File: config.mk
export PLATFORM = sky130hd
export DESIGN_NAME = mqtt_receive_packet_parser
export DESIGN_NICKNAME = d
export VERILOG_FILES = /design/src/rtl/mqttp_pkg.sv /design/src/rtl/mqttp_front.sv /design/src/rtl/mqttp_fifo.sv /design/src/rtl/mqttp_back.sv /design/src/rtl/mqtt_receive_packet_parser.sv
export VERILOG_INCLUDE_DIRS = /design/src /design/src/rtl
export SDC_FILE = /design/constraint.sdc
export NUM_CORES = 1
export LEC_CHECK = 0
export BUFFER_PORTS_ARGS = -buffer_cell sky130_fd_sc_hd__buf_2
export CAP_MARGIN = 20
export CORE_MARGIN = 2
export CORE_UTILIZATION = 54
export CTS_BUF_LIST = sky130_fd_sc_hd__clkbuf_4
export DETAILED_ROUTE_END_ITERATION = 8
export GPL_TIMING_DRIVEN = 0
export PLACE_DENSITY_LB_ADDON = 0.3
export SETUP_SLACK_MARGIN = 0.4
export SYNTH_ARGS = -nofsm -noshare
export SYNTH_HDL_FRONTEND = slang
export SYNTH_SLANG_ARGS = --single-unit
File: constraint.sdc
create_clock -name clk -period 6.1 [get_ports clk]
set_input_delay 1.83 -clock clk [delete_from_list [all_inputs] [get_ports clk]]
set_output_delay 1.83 -clock clk [all_outputs]
set_load 0.05 [all_outputs]
File: src/rtl/mqtt_receive_packet_parser_defines.svh
// assertion macros shared by the parser modules
`ifndef MQTT_RECEIVE_PACKET_PARSER_DEFINES_SVH
`define MQTT_RECEIVE_PACKET_PARSER_DEFINES_SVH

`ifndef NO_ASSERTIONS

// checked only outside reset
`define MQTTP_ASSERT(lbl, prop, msg) \
	lbl: assert property (@(posedge clk) disable iff (!arst_n) prop) else $error(msg);

// checked at every edge, reset included
`define MQTTP_ASSERT_ALWAYS(lbl, prop, msg) \
	lbl: assert property (@(posedge clk) prop) else $error(msg);

`else

`define MQTTP_ASSERT(lbl, prop, msg)
`define MQTTP_ASSERT_ALWAYS(lbl, prop, msg)

`endif

`endif

File: src/rtl/mqttp_pkg.sv
`timescale 1ns / 1ps

package mqttp_pkg;

	localparam int MaxLengthBytes = 4;
	localparam int QueueDepth     = 4;
	localparam int RemLenW        = 28;
	localparam int LenShiftW      = 5;

	// control packet types from the fixed header
	localparam logic [3:0] PT_RESERVED    = 4'd0;
	localparam logic [3:0] PT_CONNECT     = 4'd1;
	localparam logic [3:0] PT_CONNACK     = 4'd2;
	localparam logic [3:0] PT_PUBLISH     = 4'd3;
	localparam logic [3:0] PT_PUBACK      = 4'd4;
	localparam logic [3:0] PT_PUBREC      = 4'd5;
	localparam logic [3:0] PT_PUBREL      = 4'd6;
	localparam logic [3:0] PT_PUBCOMP     = 4'd7;
	localparam logic [3:0] PT_SUBACK      = 4'd9;
	localparam logic [3:0] PT_UNSUBACK    = 4'd11;
	localparam logic [3:0] PT_PINGREQ     = 4'd12;
	localparam logic [3:0] PT_PINGRESP    = 4'd13;
	localparam logic [3:0] PT_FORBIDDEN   = 4'd15;

	// first bytes of the replies we send, and their length byte
	localparam logic [7:0] REPLY_PUBACK   = 8'h40;
	localparam logic [7:0] REPLY_PUBREC   = 8'h50;
	localparam logic [7:0] REPLY_PUBREL   = 8'h62;
	localparam logic [7:0] REPLY_PUBCOMP  = 8'h70;
	localparam logic [7:0] REPLY_LEN      = 8'h02;

	// modem text that can show up in place of a packet
	localparam logic [7:0] MODEM_C        = 8'h43;
	localparam logic [7:0] MODEM_L        = 8'h4C;
	localparam logic [7:0] MODEM_PLUS     = 8'h2B;
	localparam logic [7:0] MODEM_P        = 8'h50;

	typedef enum logic [1:0] {
		PH_HEADER = 2'd0,
		PH_LENGTH = 2'd1,
		PH_BODY   = 2'd2
	} phase_t;

	typedef enum logic [2:0] {
		KIND_TOPIC    = 3'd0,
		KIND_MESSAGE  = 3'd1,
		KIND_REPLY    = 3'd2,
		KIND_CONNACK  = 3'd3,
		KIND_PINGRESP = 3'd4,
		KIND_DROP     = 3'd5,
		KIND_PUB_END  = 3'd6,
		KIND_ACK      = 3'd7
	} kind_t;

	// what one input byte asks of the output side: an optional data byte,
	// an optional four byte reply and an optional status item, in that order
	typedef struct packed {
		logic       byte_v;
		kind_t      byte_kind;
		logic [7:0] byte_data;
		logic       reply_v;
		logic [7:0] reply_first;
		logic       tail_v;
		kind_t      tail_kind;
		logic [7:0] tail_data;
		logic [15:0] id;
	} desc_t;

endpackage

File: src/rtl/mqttp_front.sv
`timescale 1ns / 1ps
`include "mqtt_receive_packet_parser_defines.svh"

module mqttp_front
	import mqttp_pkg::*;
#(
	parameter int MAX_LENGTH_BYTES = MaxLengthBytes
) (
	input  logic       clk,
	input  logic       arst_n,
	input  logic       fire,
	input  logic       operation,
	input  logic [7:0] rx_byte,
	output logic       push,
	output desc_t      desc
);

	localparam int LcW = $clog2(MAX_LENGTH_BYTES + 1);

	logic                 link_q, link_d;
	phase_t               phase_q, phase_d;
	logic [3:0]           pk_q, pk_d;
	logic [1:0]           qos_q, qos_d;
	logic [7:0]           hdr_q, hdr_d;
	logic [RemLenW-1:0]   rem_q, rem_d;
	logic [LcW-1:0]       lcnt_q, lcnt_d;
	logic [RemLenW-1:0]   bc_q, bc_d;
	logic [15:0]          tl_q, tl_d;
	logic [15:0]          id_q, id_d;

	logic [3:0]           hdr_type;
	logic                 hdr_ok;
	logic                 modem;
	logic [LenShiftW-1:0] shift;
	logic [RemLenW-1:0]   rem_n;
	logic                 len_end;
	logic [RemLenW-1:0]   bc_n;
	logic                 body_end;
	logic [16:0]          tl2;
	logic [17:0]          tl4;
	logic                 in_topic;
	logic                 in_id;
	logic [15:0]          body_id;

	function automatic desc_t finish_desc(input logic [3:0] pk, input logic [1:0] qos,
			input logic [15:0] id, input desc_t base);
		desc_t d;
		d = base;
		unique case (pk)
			PT_CONNACK: begin
				d.tail_v    = 1'b1;
				d.tail_kind = KIND_CONNACK;
			end
			PT_PUBLISH: begin
				d.reply_v     = (qos == 2'd1) || (qos == 2'd2);
				d.reply_first = (qos == 2'd1) ? REPLY_PUBACK : REPLY_PUBREC;
				d.tail_v      = 1'b1;
				d.tail_kind   = KIND_PUB_END;
				d.tail_data   = {6'd0, qos};
				d.id          = id;
			end
			PT_PUBREC: begin
				d.reply_v     = 1'b1;
				d.reply_first = REPLY_PUBREL;
				d.id          = id;
			end
			PT_PUBREL: begin
				d.reply_v     = 1'b1;
				d.reply_first = REPLY_PUBCOMP;
				d.id          = id;
			end
			PT_PUBACK, PT_PUBCOMP, PT_SUBACK, PT_UNSUBACK: begin
				d.tail_v    = 1'b1;
				d.tail_kind = KIND_ACK;
				d.id        = id;
			end
			PT_PINGREQ: begin
				d.tail_v    = 1'b1;
				d.tail_kind = KIND_DROP;
			end
			PT_PINGRESP: begin
				d.tail_v    = 1'b1;
				d.tail_kind = KIND_PINGRESP;
			end
			default: ;
		endcase
		return d;
	endfunction

	assign hdr_type = rx_byte[7:4];
	assign hdr_ok   = (hdr_type != PT_RESERVED) && (hdr_type != PT_FORBIDDEN);
	assign modem    = (rem_q == '0) &&
		(((hdr_q == MODEM_C) && (rx_byte == MODEM_L)) ||
		 ((hdr_q == MODEM_PLUS) && (rx_byte == MODEM_P)));
	assign shift    = LenShiftW'(lcnt_q * 7);
	assign rem_n    = rem_q | ({{(RemLenW-7){1'b0}}, rx_byte[6:0]} << shift);
	assign len_end  = !rx_byte[7] || (lcnt_q == LcW'(MAX_LENGTH_BYTES - 1));
	assign bc_n     = bc_q + RemLenW'(1);
	assign body_end = bc_n >= rem_q;
	// topic bytes sit at body offsets 2 .. tl+1, the publish id right after when qos is nonzero
	assign tl2      = {1'b0, tl_q} + 17'd2;
	assign tl4      = {2'b0, tl_q} + 18'd4;
	assign in_topic = bc_q < {{(RemLenW-17){1'b0}}, tl2};
	assign in_id    = (qos_q != 2'd0) && (bc_q < {{(RemLenW-18){1'b0}}, tl4});
	assign body_id  = {id_q[7:0], rx_byte};

	// next state
	always_comb begin
		phase_d = phase_q;
		link_d  = link_q;
		if (fire) begin
			if (operation) begin
				link_d  = 1'b1;
				phase_d = PH_HEADER;
			end else if (link_q) begin
				unique case (phase_q)
					PH_HEADER: begin
						if (hdr_ok)
							phase_d = PH_LENGTH;
					end
					PH_LENGTH: begin
						if (modem) begin
							link_d  = 1'b0;
							phase_d = PH_HEADER;
						end else if (len_end) begin
							if (rem_n == '0) begin
								phase_d = PH_HEADER;
								if (pk_q == PT_PINGREQ)
									link_d = 1'b0;
							end else begin
								phase_d = PH_BODY;
							end
						end
					end
					PH_BODY: begin
						if (body_end) begin
							phase_d = PH_HEADER;
							if (pk_q == PT_PINGREQ)
								link_d = 1'b0;
						end
					end
					default: phase_d = PH_HEADER;
				endcase
			end
		end
	end

	// datapath and descriptor
	always_comb begin
		desc_t d;
		d      = '0;
		pk_d   = pk_q;
		qos_d  = qos_q;
		hdr_d  = hdr_q;
		rem_d  = rem_q;
		lcnt_d = lcnt_q;
		bc_d   = bc_q;
		tl_d   = tl_q;
		id_d   = id_q;
		if (fire && !operation && link_q) begin
			unique case (phase_q)
				PH_HEADER: begin
					if (hdr_ok) begin
						hdr_d  = rx_byte;
						pk_d   = hdr_type;
						qos_d  = rx_byte[2:1];
						rem_d  = '0;
						lcnt_d = '0;
					end
				end
				PH_LENGTH: begin
					if (modem) begin
						d.tail_v    = 1'b1;
						d.tail_kind = KIND_DROP;
					end else begin
						rem_d = rem_n;
						if (!len_end) begin
							lcnt_d = lcnt_q + LcW'(1);
						end else begin
							bc_d = '0;
							tl_d = '0;
							id_d = '0;
							if (rem_n == '0)
								d = finish_desc(pk_q, qos_q, 16'd0, d);
						end
					end
				end
				PH_BODY: begin
					if (pk_q == PT_PUBLISH) begin
						priority if (bc_q == '0) begin
							tl_d = {rx_byte, 8'd0};
						end else if (bc_q == RemLenW'(1)) begin
							tl_d = {tl_q[15:8], tl_q[7:0] | rx_byte};
						end else if (in_topic) begin
							d.byte_v    = 1'b1;
							d.byte_kind = KIND_TOPIC;
							d.byte_data = rx_byte;
						end else if (in_id) begin
							id_d = body_id;
						end else begin
							d.byte_v    = 1'b1;
							d.byte_kind = KIND_MESSAGE;
							d.byte_data = rx_byte;
						end
					end else if (bc_q < RemLenW'(2)) begin
						id_d = body_id;
					end
					bc_d = bc_n;
					if (body_end)
						d = finish_desc(pk_q, qos_q, id_d, d);
				end
				default: ;
			endcase
		end
		desc = d;
		push = d.byte_v || d.reply_v || d.tail_v;
	end

	always_ff @(posedge clk or negedge arst_n) begin
		if (!arst_n) begin
			link_q  <= 1'b0;
			phase_q <= PH_HEADER;
			pk_q    <= '0;
			qos_q   <= '0;
			hdr_q   <= '0;
			rem_q   <= '0;
			lcnt_q  <= '0;
			bc_q    <= '0;
			tl_q    <= '0;
			id_q    <= '0;
		end else begin
			link_q  <= link_d;
			phase_q <= phase_d;
			pk_q    <= pk_d;
			qos_q   <= qos_d;
			hdr_q   <= hdr_d;
			rem_q   <= rem_d;
			lcnt_q  <= lcnt_d;
			bc_q    <= bc_d;
			tl_q    <= tl_d;
			id_q    <= id_d;
		end
	end

	`MQTTP_ASSERT(a_body_needs_link, (phase_q != PH_HEADER) |-> link_q, "parsing with link closed")
	`MQTTP_ASSERT(a_reply_at_end, (push && desc.reply_v) |-> (phase_q != PH_HEADER), "reply outside packet end")
	`MQTTP_ASSERT(a_body_count, (fire && !operation && phase_q == PH_BODY) |=> (bc_q == $past(bc_q) + RemLenW'(1)), "body count skipped")

endmodule

File: src/rtl/mqttp_fifo.sv
`timescale 1ns / 1ps
`include "mqtt_receive_packet_parser_defines.svh"

module mqttp_fifo
	import mqttp_pkg::*;
#(
	parameter int DEPTH = QueueDepth
) (
	input  logic  clk,
	input  logic  arst_n,
	input  logic  push,
	input  desc_t push_data,
	input  logic  pop,
	output desc_t pop_data,
	output logic  full,
	output logic  empty
);

	localparam int PtrW = $clog2(DEPTH);
	localparam int CntW = $clog2(DEPTH + 1);

	desc_t           mem_q [DEPTH];
	logic [PtrW-1:0] wr_q, rd_q;
	logic [CntW-1:0] cnt_q;

	assign full     = cnt_q == CntW'(DEPTH);
	assign empty    = cnt_q == '0;
	assign pop_data = mem_q[rd_q];

	always_ff @(posedge clk) begin
		if (push)
			mem_q[wr_q] <= push_data;
	end

	always_ff @(posedge clk or negedge arst_n) begin
		if (!arst_n) begin
			wr_q  <= '0;
			rd_q  <= '0;
			cnt_q <= '0;
		end else begin
			if (push)
				wr_q <= (wr_q == PtrW'(DEPTH - 1)) ? '0 : wr_q + PtrW'(1);
			if (pop)
				rd_q <= (rd_q == PtrW'(DEPTH - 1)) ? '0 : rd_q + PtrW'(1);
			if (push && !pop)
				cnt_q <= cnt_q + CntW'(1);
			else if (pop && !push)
				cnt_q <= cnt_q - CntW'(1);
		end
	end

	`MQTTP_ASSERT(a_no_overflow, push |-> !full, "push into full queue")
	`MQTTP_ASSERT(a_no_underflow, pop |-> !empty, "pop from empty queue")
	`MQTTP_ASSERT(a_fill, (push && !pop) |=> !empty, "queue lost an item")

endmodule

File: src/rtl/mqttp_back.sv
`timescale 1ns / 1ps
`include "mqtt_receive_packet_parser_defines.svh"

module mqttp_back
	import mqttp_pkg::*;
(
	input  logic        clk,
	input  logic        arst_n,
	input  desc_t       q_desc,
	input  logic        q_empty,
	output logic        q_pop,
	output logic        m_tvalid,
	input  logic        m_tready,
	output logic [23:0] m_tdata,
	output logic [2:0]  m_tuser,
	output logic        m_tlast
);

	// slot 0 data byte, slots 1 to 4 reply bytes, slot 5 status item
	logic [5:0]  mask_q, mask_d;
	desc_t       desc_q;
	logic [5:0]  mask_rest;
	logic [5:0]  mask_after;
	logic        out_fire;
	logic        load;
	kind_t       kind;
	logic [7:0]  data;
	logic [15:0] pid;

	assign mask_rest  = mask_q & (mask_q - 6'd1);
	assign out_fire   = m_tvalid && m_tready;
	assign mask_after = out_fire ? mask_rest : mask_q;
	assign load       = (mask_after == '0) && !q_empty;
	assign q_pop      = load;
	assign mask_d     = load ? {q_desc.tail_v, {4{q_desc.reply_v}}, q_desc.byte_v} : mask_after;

	assign m_tvalid = mask_q != '0;
	assign m_tlast  = mask_rest == '0;
	assign m_tuser  = kind;
	assign m_tdata  = {pid, data};

	always_comb begin
		kind = KIND_REPLY;
		data = '0;
		pid  = '0;
		priority if (mask_q[0]) begin
			kind = desc_q.byte_kind;
			data = desc_q.byte_data;
		end else if (mask_q[1]) begin
			data = desc_q.reply_first;
		end else if (mask_q[2]) begin
			data = REPLY_LEN;
		end else if (mask_q[3]) begin
			data = desc_q.id[15:8];
		end else if (mask_q[4]) begin
			data = desc_q.id[7:0];
		end else if (mask_q[5]) begin
			kind = desc_q.tail_kind;
			data = desc_q.tail_data;
			pid  = desc_q.id;
		end else begin
			kind = KIND_REPLY;
		end
	end

	always_ff @(posedge clk) begin
		if (load)
			desc_q <= q_desc;
	end

	always_ff @(posedge clk or negedge arst_n) begin
		if (!arst_n)
			mask_q <= '0;
		else
			mask_q <= mask_d;
	end

	`MQTTP_ASSERT(a_load_nonempty, load |=> (mask_q != '0), "queued item with no results")
	`MQTTP_ASSERT(a_hold_item, (out_fire && !m_tlast) |=> ($stable(desc_q) && mask_q != '0), "item dropped mid sequence")
	`MQTTP_ASSERT(a_pop_when_done, q_pop |-> (mask_after == '0), "pop while results pending")
	`MQTTP_ASSERT_ALWAYS(a_reset_idle, !arst_n |=> (mask_q == '0), "results pending in reset")

endmodule

File: src/rtl/mqtt_receive_packet_parser.sv
`timescale 1ns / 1ps

// MQTT receive-side parser. Each input item is one link byte (s_tuser = 0) or a link-opened
// notice (s_tuser = 1). The front parses the fixed header, the variable length field and the
// body at one item per cycle while the queue is not full, turning each byte that has results
// into one queued entry; the back expands each entry into 1 to 6 output items (topic/message
// byte, four PUBACK/PUBREC/PUBREL/PUBCOMP reply bytes, status item) at one item per cycle
// while m_tready is high, m_tlast marking the last item of an input. An entry is registered
// in the queue, then in the back's slot mask, before its first output. Input runs at one byte
// per cycle while the output keeps up; an input with n outputs holds the back until all are
// taken, and a QUEUE_DEPTH-entry queue between the two absorbs that before s_tready drops.

module mqtt_receive_packet_parser
	import mqttp_pkg::*;
#(
	parameter int MAX_LENGTH_BYTES = MaxLengthBytes,
	parameter int QUEUE_DEPTH      = QueueDepth
) (
	input  logic        clk,
	input  logic        arst_n,
	input  logic        s_tvalid,
	output logic        s_tready,
	input  logic [7:0]  s_tdata,   // rx_byte
	input  logic        s_tuser,   // operation
	output logic        m_tvalid,
	input  logic        m_tready,
	output logic [23:0] m_tdata,   // data[7:0], packet_id[23:8]
	output logic [2:0]  m_tuser,   // kind
	output logic        m_tlast
);

	logic  fire;
	logic  push;
	desc_t push_desc;
	desc_t head_desc;
	logic  pop;
	logic  full;
	logic  empty;

	assign s_tready = !full;
	assign fire     = s_tvalid && s_tready;

	mqttp_front #(
		.MAX_LENGTH_BYTES(MAX_LENGTH_BYTES)
	) u_front (
		.clk       (clk),
		.arst_n    (arst_n),
		.fire      (fire),
		.operation (s_tuser),
		.rx_byte   (s_tdata),
		.push      (push),
		.desc      (push_desc)
	);

	mqttp_fifo #(
		.DEPTH(QUEUE_DEPTH)
	) u_fifo (
		.clk       (clk),
		.arst_n    (arst_n),
		.push      (push),
		.push_data (push_desc),
		.pop       (pop),
		.pop_data  (head_desc),
		.full      (full),
		.empty     (empty)
	);

	mqttp_back u_back (
		.clk      (clk),
		.arst_n   (arst_n),
		.q_desc   (head_desc),
		.q_empty  (empty),
		.q_pop    (pop),
		.m_tvalid (m_tvalid),
		.m_tready (m_tready),
		.m_tdata  (m_tdata),
		.m_tuser  (m_tuser),
		.m_tlast  (m_tlast)
	);

endmodule
* Yosys cells after proc, flatten, opt, wreduce, memory -nomap -nowiden
Memories as Yosys holds them, arrays and structs flattened. Index checks and enable logic that the tools add are counted.
Storage, ports and cells: memories 1, output and inout port bits 30, bits of input ports 13, bits in registers 167, memory bits (writable) 196, word-level logic and storage cells 203
Cells by class: bitwise logic cells 3, multiplexer cells 83, order comparisons 4, eq/ne operators 34, multiply operators 1, $add $sub $neg 9, reduce and logical (&&, ||, !) cells 46, shift operators 1
Memory list:
- u_fifo.mem_q | depth 4, bits a word 49, read ports 1, clocked after Yosys merged registers in 0, write ports 1, RTL line mqttp_fifo.sv:22 | desc_t mem_q [DEPTH];
Operators by type and width (number):
- $mux W16 | 17
- $mux W28 | 4
- $pmux W28 S2 | 2
- $mux W49 | 2
- $pmux W49 S2 | 1
- $logic_not A28 Y1 | 3
- $mux W37 | 2
- $pmux W16 S2 | 2
- $mux W12 | 5
- $mux W8 | 7
- $mux W3 | 11
- $add A28 B1 Y28 const B | 1
- $eq A28 B1 Y1 const B | 1
- $ge A28 B28 Y1 | 1
- $lt A28 B17 Y1 | 1
- $lt A28 B18 Y1 | 1
- $lt A28 B2 Y1 const B | 1
- $or A28 B28 Y28 | 1
- $shl A7 B5 Y28 | 1
- $pmux W9 S3 | 1
- $eq A8 B7 Y1 const B | 3
- $mux W24 | 1
- $mux W21 | 1
- $mux W2 | 10
- 46 further kinds | 101

* Depth between registers and ports, before layout
word-level depth 18, depth in mapped cells 24, depth with buffers taken out 22

* Modules after synthesis
Synthesis repeated with hierarchy kept, for this count alone.
Second synthesis, totals: cells, all modules 1502, area total of the unflattened synthesis 18372.6 µm²
By module, submodules not included:
- mqttp_front | cells an instance 1038, times used 1, seq. area each 2552.4 µm², area an instance 8550.7 µm²
- mqttp_fifo | cells an instance 294, times used 1, seq. area each 6060.8 µm², area an instance 7546.0 µm²
- mqttp_back | cells an instance 168, times used 1, seq. area each 1531.5 µm², area an instance 2265.9 µm²
- mqtt_receive_packet_parser | cells an instance 2, times used 1, seq. area each 0.0 µm², area an instance 10.0 µm²

* Worst setup path after synthesis
No wires, ideal clock.
kind input -> register, from in s_tdata[6], to mem u_fifo.mem_q[0][0] (netlist bit) (enable), arrival time 4.935 ns, setup slack 0.768 ns, stages on the path 10, path buffers 1, data required time 5.702 ns, library setup time 0.398 ns, path through clkbuf_1 > mux4_2 > a22oi_1 > mux2i_1 > nor4_1 > nand4_1 > or4_1 > a21o_1 > nand4_4 > and2_1
On the way: longest elaborated chain between the ends 12, elaborated cells between the ends (all ways) 19
RTL lines:
- from (decl) | RTL line mqtt_receive_packet_parser.sv:23 | input logic [7:0] s_tdata,
- $shl A7 B5 Y28 | RTL line mqttp_front.sv:96 | assign rem_n = rem_q | ({{(RemLenW-7){1'b0}}, rx_byte[6:0]} << shift);
- $or A28 B28 Y28 | RTL line mqttp_front.sv:96
- $logic_not A28 Y1 | RTL line mqttp_front.sv:183 | if (rem_n == '0)
- $mux W37 | RTL line mqttp_front.sv:183
- $mux W49 | RTL line mqttp_front.sv:177 | if (!len_end) begin
- $mux W21 | RTL line mqttp_front.sv:172 | if (modem) begin
- $pmux W49 S2 * | RTL line mqttp_front.sv:161 | unique case (phase_q)
- $mux W49 * | RTL line mqttp_front.sv:160 | if (fire && !operation && link_q) begin
- $logic_or A1 B1 Y1 | RTL line mqttp_front.sv:216 | push = d.byte_v || d.reply_v || d.tail_v;
- $logic_or A1 B1 Y1 * | RTL line mqttp_front.sv:216
- net push | RTL line mqtt_receive_packet_parser.sv:33 | logic push;
- $mux W1 * | RTL line mqttp_fifo.sv:31 | if (push)
- $mux W1 (not written as such) * | RTL line mqttp_fifo.sv:32 | mem_q[wr_q] <= push_data;
- to (decl) | RTL line mqttp_fifo.sv:22
Mark *: on every way through the listed nets, which the timed path passes. The rest lies on a longest branch.

* Worst setup path in the final report
from reg u_front.bc_q[0], to reg u_fifo.cnt_q[1]
On the way: longest elaborated chain between the ends 14, elaborated cells between the ends (all ways) 22
RTL lines:
- from (decl) | RTL line mqttp_front.sv:27 | logic [RemLenW-1:0] bc_q, bc_d;
- from (signal assigned) | RTL line mqttp_front.sv:228 | bc_q <= '0;
- from (signal assigned) | RTL line mqttp_front.sv:239 | bc_q <= bc_d;
- parallel branches: the longest is 7 deep, another holds $add A28 B1 Y28
- $pmux W49 S2 * | RTL line mqttp_front.sv:161
- $mux W49 * | RTL line mqttp_front.sv:160
- $logic_or A1 B1 Y1 | RTL line mqttp_front.sv:216
- $logic_or A1 B1 Y1 * | RTL line mqttp_front.sv:216
- net push | RTL line mqtt_receive_packet_parser.sv:33
- $logic_not A1 Y1 | RTL line mqttp_fifo.sv:47 | else if (pop && !push)
- $logic_and A1 B1 Y1 | RTL line mqttp_fifo.sv:47
- $reduce_bool A2 Y1 (no source line)
- to (signal assigned) | RTL line mqttp_fifo.sv:46 | cnt_q <= cnt_q + CntW'(1);
- to (signal assigned) | RTL line mqttp_fifo.sv:48 | cnt_q <= cnt_q - CntW'(1);
- to (decl) | RTL line mqttp_fifo.sv:24 | logic [CntW-1:0] cnt_q;
Mark *: on every way through the listed nets, which the timed path passes. A chain may end at the register's enable or synchronous reset.

==> results.toml <==
[status]
status = "finished, final reports clean"

[floorplan]
die_w_um = 175
die-area_um2 = 30700
start_util_pct = 55.0
die_h_um = 175
pin_count = 43
core_um2 = 28800
core.rowCount = 62

[sta]
hold_viol = 0
worstMarginPinSlew_ps = 927
slew_headroom_pct = 37.2
grt_setup_unrepaired = "no"
fmax_ghz = 0.185
period_share_pct = 88.8
fin_worst_skew_ps = 55.3
min_period_ps = 5420
finalMaxSlewViolations = 0
setup_violations = 0

[worst_setup_path]
cp.required_ps = 6700
reg2reg_slack_ps = 680
endpoint = "u_fifo.cnt_q[1]"
crit_type = "reg2reg"
worstPathMaxFanout = 7
r2r_start = "u_front.bc_q[0]"
r2r_cells = 20
cp-start-kind = "flop"
r2r-end = "u_fifo.cnt_q[1]"
cp.arrival_ps = 6010
startpoint = "u_front.bc_q[0]"
cp-end-kind = "flop"

[clock_tree]
cts_buffers = 77
clockBufferDepth = 3
clockRootBuffer = "clkbuf_4"
clk_pin_slew_ps = 60
insertion_delay_ps = 710
cts_tree = "built"
htree_num_levels = 3
cts_hold_buf = 0
clock-sinks = 297
post_cts_buffers = 0
cts.repair.resized = 2

[global_route]
grt.overflow.total = 0
grt_use_met2_pct = 41.4
grt_use_met1_pct = 34.8
use_met3_pct = 4.48
grt_pass1_wl_um = 61600
grt_busiest_layer = "met2"
gr-usage-all-layers_pct = 25.5
grt_pass1_vias = 11400
antenna_found_initial = 1
grt_max_degree = 89

[routing]
routedWlPerCell_um = 19.5
via_per_inst = 5.88
drt_iter0_drc = 889
route.detailed.drc = 0
routed_wl_um = 37900
vias = 11500
first_pass_iters = 7
postRouteAntennaNets = 0

[pwr]
peakVddDrop_v = 0.000212
p_sw_w = 0.00311
power_w = 0.00761
power_leakage_nw = 6.62
p_int_w = 0.00451
combPwrFrac_pct = 42.5
power_frac_clock_pct = 22.4
p_seq_share_pct = 35.0
swShare_pct = 40.8
p_per_area_nw_per_um2 = 430

[layout]
syn2layout_area_growth_pct = 11.7
nets = 1607
layout-drive-gt1-share_pct = 16.4
fin_cells = 1948

[place]
port_buffers = 40
post-dp-hpwl_um = 26900
dp_cells = 1815
gp_congestion = 0.945

[synthesis]
synth_edf_count = 182
async_flop_share_pct = 38.7
postSynthAreaPerCell_um2 = 11.4
ys_warn_count = 0
ys_seq_area_share_pct = 52.7
synth_flop_cell = "edfxtp_1"
synth_cell_type_count = 76
synth_seq_cells = 297
syn_inst = 1384
synth_nets = 1481
synth_area_um2 = 15800

[flow_run]
drv_cap = 0

[worst_hold_path]
hp-class = "reg2reg"
min_path_cells = 2
power by group through the flow:
stage / Sequential, W / Clock, W / Combinational [W]
finish: 0.00267 / 0.00171 / 0.00324
global route: 0.00270 / 0.00185 / 0.00356
CTS: 0.00267 / 0.00175 / 0.00320
detailed placement: 0.00271 / 0 / 0.00317
global placement: 0.00270 / 0 / 0.00308
floorplan: 0.00262 / 0 / 0.00238
cells in the final DEF (no fill, tap or decap), types with 16 or more instances in the layout:
| cell | instances |
|---|---|
| inv_1 | 61 |
| xnor2_1 | 27 |
| nor4_1 | 16 |
| and2_1 | 27 |
| and3_1 | 23 |
| dfrtp_1 | 114 |
| ha_1 | 81 |
| mux2i_1 | 26 |
| mux4_2 | 41 |
| a21oi_1 | 50 |
| buf_2 | 46 |
| clkbuf_1 | 56 |
| nand4_1 | 23 |
| a22oi_1 | 28 |
| o21ai_0 | 97 |
| nor2_1 | 87 |
| a22o_1 | 19 |
| edfxtp_1 | 182 |
| clkbuf_4 | 115 |
| xor2_1 | 30 |
| nand2_1 | 145 |
| nor2b_1 | 26 |
| nand3_1 | 30 |
cell usage after synthesis, drive strengths merged, types with 4 or more instances:
master | instances | share of area, %
o21ai | 99 | 3.1
nand2 | 145 | 3.4
a31oi | 4 | 0.16
nand3 | 31 | 0.98
xnor2 | 27 | 1.5
nand4 | 24 | 1.0
nand2b | 13 | 0.56
or2 | 7 | 0.28
mux2 | 15 | 1.1
edfxtp | 182 | 35
mux2i | 26 | 1.6
and3 | 23 | 0.91
and2 | 32 | 1.3
nor3b | 5 | 0.24
dfrtp | 115 | 18
a21oi | 50 | 1.6
o22ai | 12 | 0.47
o21a | 6 | 0.28
buf | 18 | 0.59
inv | 61 | 1.4
mux4 | 41 | 5.8
xor2 | 30 | 1.7
or3 | 11 | 0.43
clkbuf | 59 | 1.4
a22o | 19 | 1.1
nor3 | 14 | 0.44
o31ai | 5 | 0.24
and4 | 5 | 0.28
or4 | 5 | 0.24
ha | 81 | 6.4
a211oi | 8 | 0.38
nor2 | 87 | 2.1
nor4 | 16 | 0.63
nor2b | 26 | 1.0
nor4b | 5 | 0.32
a22oi | 29 | 1.4
per-stage QoR:
step / area (µm²) / setup WS (ps) / utilization (%) / hold slack, ps / setup TNS, ps
2_1_floorplan: 15800 / 768 / - / 455 / 0
3_3_place_gp: 16500 / -717 / 57.4 / 470 / -104890
3_5_place_dp: 16700 / 129 / 57.9 / 496 / 0
4_1_cts: 17700 / 430 / 61.4 / 506 / 0
5_1_grt: 17700 / 418 / 61.4 / 525 / 0
6_report: 17700 / 685 / 61.4 / 505 / 0
worst max-delay path: stages (launching register included):
cell       delay (ps)
dfrtp_1           480
ha_1              300
and3_1            180
clkbuf_2          170
nand3_2           150
or3_1             400
clkbuf_1          200
nor2_1            230
nand4_1           160
xnor2_1           240
ha_1              300
a2111oi_0         410
a21oi_1           120
a311o_1           410
nand2_1           150
a21o_1            240
nand4_4           170
ha_1              260
inv_1              80
fa_1              410
mux2_2            270
routing by layer:
layer	vias up	wire length, µm
met5	-	0
met4	0	1050
met3	83	2080
met2	369	18400
met1	5576	16400
li1	5433	-
logic make-up after synthesis:
kind of cell / Yosys count / synth area share (%)
AO/OA/AOI/OAI: 268 / 10.7
XOR/XNOR: 57 / 3.15
adder cells (fa/ha/maj): 86 / 6.91
buffers and inverters: 138 / 3.44
flip-flops: 297 / 52.7
multiplexers: 82 / 8.59
AND/OR/NAND/NOR: 456 / 14.5
flip-flops by register name, indices dropped and copies added, names as in the netlist, 3 cells and up:
signal	count
u_back.mask_q	6
u_front.tl_q	16
u_front.id_q	16
u_fifo.mem_q	148
u_front.hdr_q	8
u_front.lcnt_q	3
u_front.bc_q	28
u_back.desc_q	34
u_front.rem_q	28
u_fifo.cnt_q	3
worst min path at each step:
stage,start,end,slack (ps)
after global placement,u_front.tl_q[0],u_front.tl_q[0],470
after CTS,u_fifo.cnt_q[2],u_fifo.cnt_q[2],510
after floorplan,u_front.tl_q[0],u_front.tl_q[0],450
after detailed placement,u_front.hdr_q[0],u_front.hdr_q[0],500
after global routing,u_front.hdr_q[0],u_front.hdr_q[0],520
final,u_front.tl_q[0],u_front.tl_q[0],510
layout make-up:
| class | instances | area (µm²) |
|---|---|---|
| multi-input combinational | 949 | 6970 |
| fill | 2308 | 11100 |
| buffer | 77 | 319 |
| inverter | 61 | 229 |
| tap | 384 | 480 |
| sequential | 297 | 8340 |
| clock buffer | 115 | 863 |
| antenna | 1 | 2.50 |
| timing repair buffer | 47 | 354 |
| clock inverter | 17 | 116 |
Note: power is estimated with default switching activity, not from simulation.
